--- config.mk ---
export PLATFORM = sky130hd
export DESIGN_NAME = aau_controller
export DESIGN_NICKNAME = d
export VERILOG_FILES = /design/src/rtl/aau_pkg.sv /design/src/rtl/aau_controller.sv
export SDC_FILE = /design/constraint.sdc
export NUM_CORES = 1
export LEC_CHECK = 0
export ABC_AREA = 1
export BUFFER_PORTS_ARGS = -buffer_cell sky130_fd_sc_hd__buf_2
export CAP_MARGIN = 20
export CORE_MARGIN = 2
export CORE_UTILIZATION = 53
export CTS_BUF_LIST = sky130_fd_sc_hd__clkbuf_4 sky130_fd_sc_hd__clkbuf_8
export DETAILED_ROUTE_END_ITERATION = 10
export PLACE_DENSITY = 0.81
export REMOVE_ABC_BUFFERS = 1
export SYNTH_ARGS = -nofsm -noshare
export SYNTH_HDL_FRONTEND = slang
export SYNTH_SLANG_ARGS = --single-unit
--- constraint.sdc ---
create_clock -name i_clk -period 1.6 [get_ports i_clk]
set_input_delay 0.24 -clock i_clk [delete_from_list [all_inputs] [get_ports i_clk]]
set_output_delay 0.24 -clock i_clk [all_outputs]
set_load 0.03 [all_outputs]
--- src/rtl/aau_pkg.sv ---
// ----------------------------------------------------------------------------
// aau_pkg: shared types and constants of the annealing acceptance unit
// Holds the datapath command and status structs, the controller states and
// the fixed-point constants used by the acceptance test.
// ----------------------------------------------------------------------------
package aau_pkg;

    localparam int SCORE_W = 48;
    localparam int RAND_W  = 16;
    localparam int WORD_W  = 32;

    // Register reset values: 1000.0, about 0.99999 and about 0.01.
    localparam logic [WORD_W-1:0] START_TEMP_RST = 32'd65536000;
    localparam logic [WORD_W-1:0] COOL_RST       = 32'd4294924346;
    localparam logic [WORD_W-1:0] STOP_TEMP_RST  = 32'd655;

    // ln(2) in Q32 and 1.0 in UQ1.16.
    localparam logic [31:0] LN2_Q32 = 32'd2977044472;
    localparam logic [16:0] ONE_Q16 = 17'd65536;

    localparam logic [3:0] TAYLOR_TERMS = 4'd12;

    // Cycle counts of the iterative steps, loaded as count minus one.
    localparam logic [4:0] QDIV_LAST = 5'd19;
    localparam logic [4:0] NDIV_LAST = 5'd4;
    localparam logic [4:0] KDIV_LAST = 5'd8;

    typedef enum logic [1:0] {
        CFG_START_TEMP = 2'd0,
        CFG_COOLING    = 2'd1,
        CFG_STOP_TEMP  = 2'd2,
        CFG_UNUSED     = 2'd3
    } t_cfg_idx;

    typedef enum logic [3:0] {
        OP_NONE,
        OP_LOAD,
        OP_CHECK,
        OP_EVAL,
        OP_QSTEP,
        OP_NSTEP,
        OP_MUL,
        OP_KDIV,
        OP_ACC,
        OP_ROUND,
        OP_COMMIT,
        OP_OUT
    } t_dp_op;

    typedef enum logic [3:0] {
        S_IDLE,
        S_CHECK,
        S_EVAL,
        S_QDIV,
        S_NDIV,
        S_MUL,
        S_KDIV,
        S_ACC,
        S_ROUND,
        S_COMMIT,
        S_OUT
    } t_state;

    typedef struct packed {
        t_dp_op     op;
        logic [4:0] cnt;
    } t_dp_cmd;

    typedef struct packed {
        logic seeded;
        logic stopped;
        logic lt_cur;
        logic diff_zero;
        logic big;
        logic k_last;
    } t_dp_status;

endpackage

--- src/rtl/aau_controller.sv ---
// ----------------------------------------------------------------------------
// aau_controller: sequencer of the acceptance unit
// Steps the datapath through classification, the quotient and range
// reduction, the Taylor series and the commit, and owns the result valid.
// ----------------------------------------------------------------------------
module aau_controller (
    input  logic                 i_clk,
    input  logic                 i_rst_n,
    input  logic                 i_in_valid,
    output logic                 o_in_ready,
    output logic                 o_out_valid,
    input  logic                 i_out_ready,
    input  aau_pkg::t_dp_status  i_status,
    output aau_pkg::t_dp_cmd     o_cmd
);
    import aau_pkg::*;

    t_state     r_state, n_state;
    logic [4:0] r_cnt, n_cnt;
    logic       r_out_valid, n_out_valid;

    always_ff @(posedge i_clk) begin
        if (!i_rst_n) begin
            r_state     <= S_IDLE;
            r_cnt       <= '0;
            r_out_valid <= 1'b0;
        end else begin
            r_state     <= n_state;
            r_cnt       <= n_cnt;
            r_out_valid <= n_out_valid;
        end
    end

    always_comb begin
        n_state     = r_state;
        n_cnt       = r_cnt;
        n_out_valid = r_out_valid && !i_out_ready;
        o_cmd.op    = OP_NONE;
        o_cmd.cnt   = r_cnt;
        case (r_state)
            S_IDLE: begin
                if (i_in_valid) begin
                    o_cmd.op = OP_LOAD;
                    n_state  = S_CHECK;
                end
            end
            S_CHECK: begin
                o_cmd.op = OP_CHECK;
                n_state  = S_EVAL;
            end
            S_EVAL: begin
                o_cmd.op = OP_EVAL;
                if (i_status.stopped || !i_status.seeded || i_status.lt_cur ||
                    i_status.diff_zero || i_status.big) begin
                    n_state = S_COMMIT;
                end else begin
                    n_state = S_QDIV;
                    n_cnt   = QDIV_LAST;
                end
            end
            S_QDIV: begin
                o_cmd.op = OP_QSTEP;
                n_cnt    = r_cnt - 5'd1;
                if (r_cnt == '0) begin
                    n_state = S_NDIV;
                    n_cnt   = NDIV_LAST;
                end
            end
            S_NDIV: begin
                o_cmd.op = OP_NSTEP;
                n_cnt    = r_cnt - 5'd1;
                if (r_cnt == '0) begin
                    n_state = S_MUL;
                end
            end
            S_MUL: begin
                o_cmd.op = OP_MUL;
                n_state  = S_KDIV;
                n_cnt    = KDIV_LAST;
            end
            S_KDIV: begin
                o_cmd.op = OP_KDIV;
                n_cnt    = r_cnt - 5'd1;
                if (r_cnt == '0) begin
                    n_state = S_ACC;
                end
            end
            S_ACC: begin
                o_cmd.op = OP_ACC;
                n_state  = i_status.k_last ? S_ROUND : S_MUL;
            end
            S_ROUND: begin
                o_cmd.op = OP_ROUND;
                n_state  = S_COMMIT;
            end
            S_COMMIT: begin
                o_cmd.op = OP_COMMIT;
                n_state  = S_OUT;
            end
            S_OUT: begin
                if (!r_out_valid || i_out_ready) begin
                    o_cmd.op    = OP_OUT;
                    n_out_valid = 1'b1;
                    n_state     = S_IDLE;
                end
            end
            default: begin
                n_state = S_IDLE;
            end
        endcase
    end

    assign o_in_ready  = (r_state == S_IDLE);
    assign o_out_valid = r_out_valid;

    a_load_then_check: assert property (@(posedge i_clk) disable iff (!i_rst_n)
        (r_state == S_IDLE && i_in_valid) |=> (r_state == S_CHECK))
        else $error("accepted item did not start classification");

    a_qdiv_to_ndiv: assert property (@(posedge i_clk) disable iff (!i_rst_n)
        (r_state == S_QDIV && r_cnt == '0) |=> (r_state == S_NDIV && r_cnt == NDIV_LAST))
        else $error("quotient division did not hand over to range reduction");

    a_out_loads_valid: assert property (@(posedge i_clk) disable iff (!i_rst_n)
        (o_cmd.op == OP_OUT) |=> (r_out_valid && r_state == S_IDLE))
        else $error("result load did not raise valid");

    a_reset_clears: assert property (@(posedge i_clk)
        !i_rst_n |=> (r_state == S_IDLE && !r_out_valid))
        else $error("reset did not clear the controller");

endmodule

Word-level counts from Yosys, hierarchy flattened. Index checks and enable logic that the tools add are counted.

Register bits after elaboration: 10. Input port bits: 10.

Add/sub/neg operators: 1. Mux-type cells: 16. Equality and inequality tests: 16. Reduce and logical (&&, ||, !) cells: 15.

Operator list (count): case mux 4 bit (11 select lines) (2); 2-to-1 mux 4 bit (8); case mux 5 bit (4 select lines) (1); == test 4 x 3 -> 1 bit, second input constant (4); == test 4 bit, second input constant (3); inequality test 2 bit, second input constant (6); 2-to-1 mux 5 bit (2); == test 4 x 2 -> 1 bit, second input constant (2); logical NOT 5 bit (1); logical OR 1 bit (5); AND reduction 5 bit (1); subtractor 5 x 1 -> 5 bit, second input constant (1); == test 4 x 1 -> 1 bit, second input constant (1); logical NOT 4 bit (1); nonzero test 4 bit (1); logical NOT 1 bit (3); 2-to-1 mux 1 bit (3); AND reduction 2 bit (1); OR reduction 2 bit (1); logical AND 1 bit (1).

Logic depth before layout (Yosys ltp).
Depth after elaboration: 7. Gate-level depth with buffers: 9. Mapped depth without buffers: 9.

Least setup slack after synthesis. Ideal clock, no wire load.

Path kind: register -> output. Start: register r_state[0]. End: output port o_cmd[6] (netlist name). Data arrival time: 1.667 ns. Buffers on the path: 0. Path slack: -0.307 ns. Cell stages (with the launch flop): 3. Cell sequence: dfxtp_1 nor2_1 o311ai_0.

RTL lines: from (decl) (line aau_controller.sv:18) `t_state r_state, n_state;`; from (signal assigned) (line aau_controller.sv:28) `r_state <= n_state;`; to (decl) (line aau_controller.sv:14) `output aau_pkg::t_dp_cmd o_cmd`.

==> summary.md <==
| Metric | Value |
|---|---|
| Relative slew slack | between 70 and 80% |
| Slew Viols, Final | 0 |
| Max-cap violations | 0 |
| Vias in the first global route | slightly above 800 |
| Gr ovfl total | 0 |
| Fin. Hold Viols | 0 |
| Crit-path max cell delay | between 300 and 400 ps |
| Cell taking the most area after synthesis | dfxtp_1 |
| CTS root buf | clkbuf_4 |
| CP endpoint kind | output port |
| Worst Hold End | r_cnt[4] |
| Die Span Y | 41.5 µm |
| DRT iter0 DRCs | 35 |
| Crit path time final | around 1600 ps |
| Synth async-reset ratio | 0% |
| FP Rows | 13 |
| Clk slew on worst S/H paths | around 70 ps |
| IO Count | 21 |
| Number of flops mapped to enable cells by yosys | 0 |
| Routed WL per cell | around 11 µm |
| R2R Path End | r_state[0] |
| Max rail drop VDD | around 1.2 mV |
| Post-synthesis cell type count | 17 |
| CP max FO | 5 |
| DRC violations left | 0 |
| Fin crit share | between 90 and 100% |
| Least-Margin Pin Slew | 333 ps |
| Most frequent cell after synthesis | nand2_1 |
| Max clock buf depth | 2 |
| Static leakage | 0.544 nW |
| Layout area overhead | 27.5% |
| PD cells | between 2000 and 2500 mW/mm² |
| Post-DP HPWL | 1.54 mm |
| Sequential area share after synthesis | 26.8% |
| Nets@finish | 171 |
| Synth top cells by count | nand2_1, nor2_1, inv_1 |
| Clock Skew | between 5 and 6 ps |
| Initial Util | a little under three fifths |
| Dominant synthesized flop cell | dfxtp_1 |
| Setup CP Type | reg2out |
| CTS Buf Count | 3 |
| Critical Path, Cell by Cell | inv_2 -> nor2_4 -> nand3_1 -> o311ai_1 -> buf_4 |
| Core area | roughly 0.0013 mm² |
| Worst-Skew Late Latency | roughly 270 ps |
| Synth warn | 0 |
| Class of the worst hold path | in2reg |
| DR vias | ~910 |
| IO Port Bufs | 20 |
| Drt total wl | slightly below 2 mm |
| Share of layout cells above drive strength 1 | 25.2% |
| Outcome | finished clean |
| Critical hold path startpoint | i_rst_n |
| Total track usage | between 20% and 30% |
| Ant. Diodes | 0 |
| Startpoint types | flop |
| First-pass GRT wire length | around 3.2 mm |
| R2R Setup Slk | 180 ps |
| RePlAce Congestion | about 0.96 |
| Antenna violations before repair | 0 |
| Synth top area share | a little over a quarter |
| DRT antenna net count | 0 |
| Synth area leaders | dfxtp_1, nand2_1, nor2_1 |
| DP Worst Slack | 153 ps |
| R2R depth | 9 |
| Reg2Reg Launch Point | r_cnt[0] |
| Required time of the critical path | 1360 ps |
| Die ar. | 0.00173 mm² |
| Fmax achieved | 638 MHz |
| Hold depth | 3 |
| Largest net degree at the start of global routing | 8 |
| First-pass DRT Iterations | 4 |
| Fin Setup TNS | 0 ps |
| Mapped cell area | approximately 750 µm² |
| Die X | 41.5 µm |
| Critical path arrival | 1330 ps |
| Syn_area_per_cell | 5.57 µm² |
| Via/cell ratio | 5.25 |
| Synth Instances | ~130 |
| WHS | roughly 230 ps |
| CP max-delay cell | dfxtp_4 |
| Hold_buf cts | 0 |
| # setup viols final | 0 |
| H-tree depth | 1 |
| Final worst slack | 33.5 ps |
| CTS tree | done |
| CTS Sinks | 10 |
| Yosys reg bits | 10 |
[cells in the final DEF, fill, tap and decap left out, drive strengths merged, types with 2 or more instances in the layout]
master,Yosys,layout
clkbuf,0,4
nor2,25,25
dfxtp,10,10
o21ai,6,6
nand4,2,2
nand3,10,10
nand2,46,46
buf,0,21
a21oi,8,8
inv,22,22
[flip-flops by register name, indices dropped and copies added, names as in the netlist]
| signal | cells |
|---|---|
| r_cnt | 5 |
| o_out_valid | 1 |
| r_state | 4 |
[timing repair]
item / CTS / global route
endpoints found under the setup margin: 3 / 3
resized for setup: 7 / 11
pin swaps: 0 / 1
setup buffers: 0 / 1
hold endpoints to repair: 0 / 0
[critical path, delay by kind of cell, from the launching register on]
family	cells	cell delay (ps)
flops	1	380
buf+inv	2	280
simple gates	2	280
compound gates	1	120
[logic make-up (layout without fill, tap and decap cells)]
group / count (synthesis) / count (layout) / synth area share (%)
xor gates and xnor gates: 1 / 1 / 1.17
AOI/OAI and AO/OA: 17 / 17 / 12.6
and+or+nand+nor: 83 / 83 / 46.7
buffers and inverters: 22 / 47 / 11.1
adders and majority gates: 1 / 1 / 1.67
DFF: 10 / 10 / 26.8
[through the flow]
step	power, mW	instance area [µm²]	cells	util (%)
final	2.05	952	174	73.2
after global routing	2.23	952	174	73.2
after CTS	1.95	920	173	70.7
after detailed placement	1.67	866	169	66.5
after global placement	1.65	866	169	66.5
after floorplan	1.38	747	134	-
[per-layer routing]
layer / GRT usage [%] / wire length (µm) / up-vias / part of all wire (%)
li1: - / - / 468 / -
met1: 28.8 / 895 / 411 / 45
met2: 40.3 / 942 / 33 / 48
met3: 7.83 / 128 / 2 / 6.5
met4: 3.23 / 4 / 0 / 0.20
met5: 0 / 0 / - / 0
[power breakdown]
part           switching, mW  total (mW)  internal, mW
Combinational          0.921        1.37         0.451
Sequential             0.103       0.454         0.350
Clock                 0.0874       0.226         0.138
[cell type report]
type                            count  area, µm²
Clock buffer                        4       36.3
Multi-Input combinational cell    102        487
Sequential cell                    10        215
Timing Repair Buffer               21        113
Tap cell                           15       18.8
Fill cell                         116        349
Inverter                           22       82.6
[how the worst max path moves through the flow]
stage	from	to	slack [ps]	cells past startpoint
final	r_state[1]	o_cmd[6]	30	5
after CTS	r_state[3]	o_cmd[6]	20	5
after global routing	r_state[3]	o_cmd[6]	-30	5
after detailed placement	r_state[3]	o_cmd[6]	150	5
after floorplan	r_state[0]	o_cmd[6]	-310	2
after global placement	r_state[1]	o_cmd[6]	190	5
(Power assumes the default switching activity.)
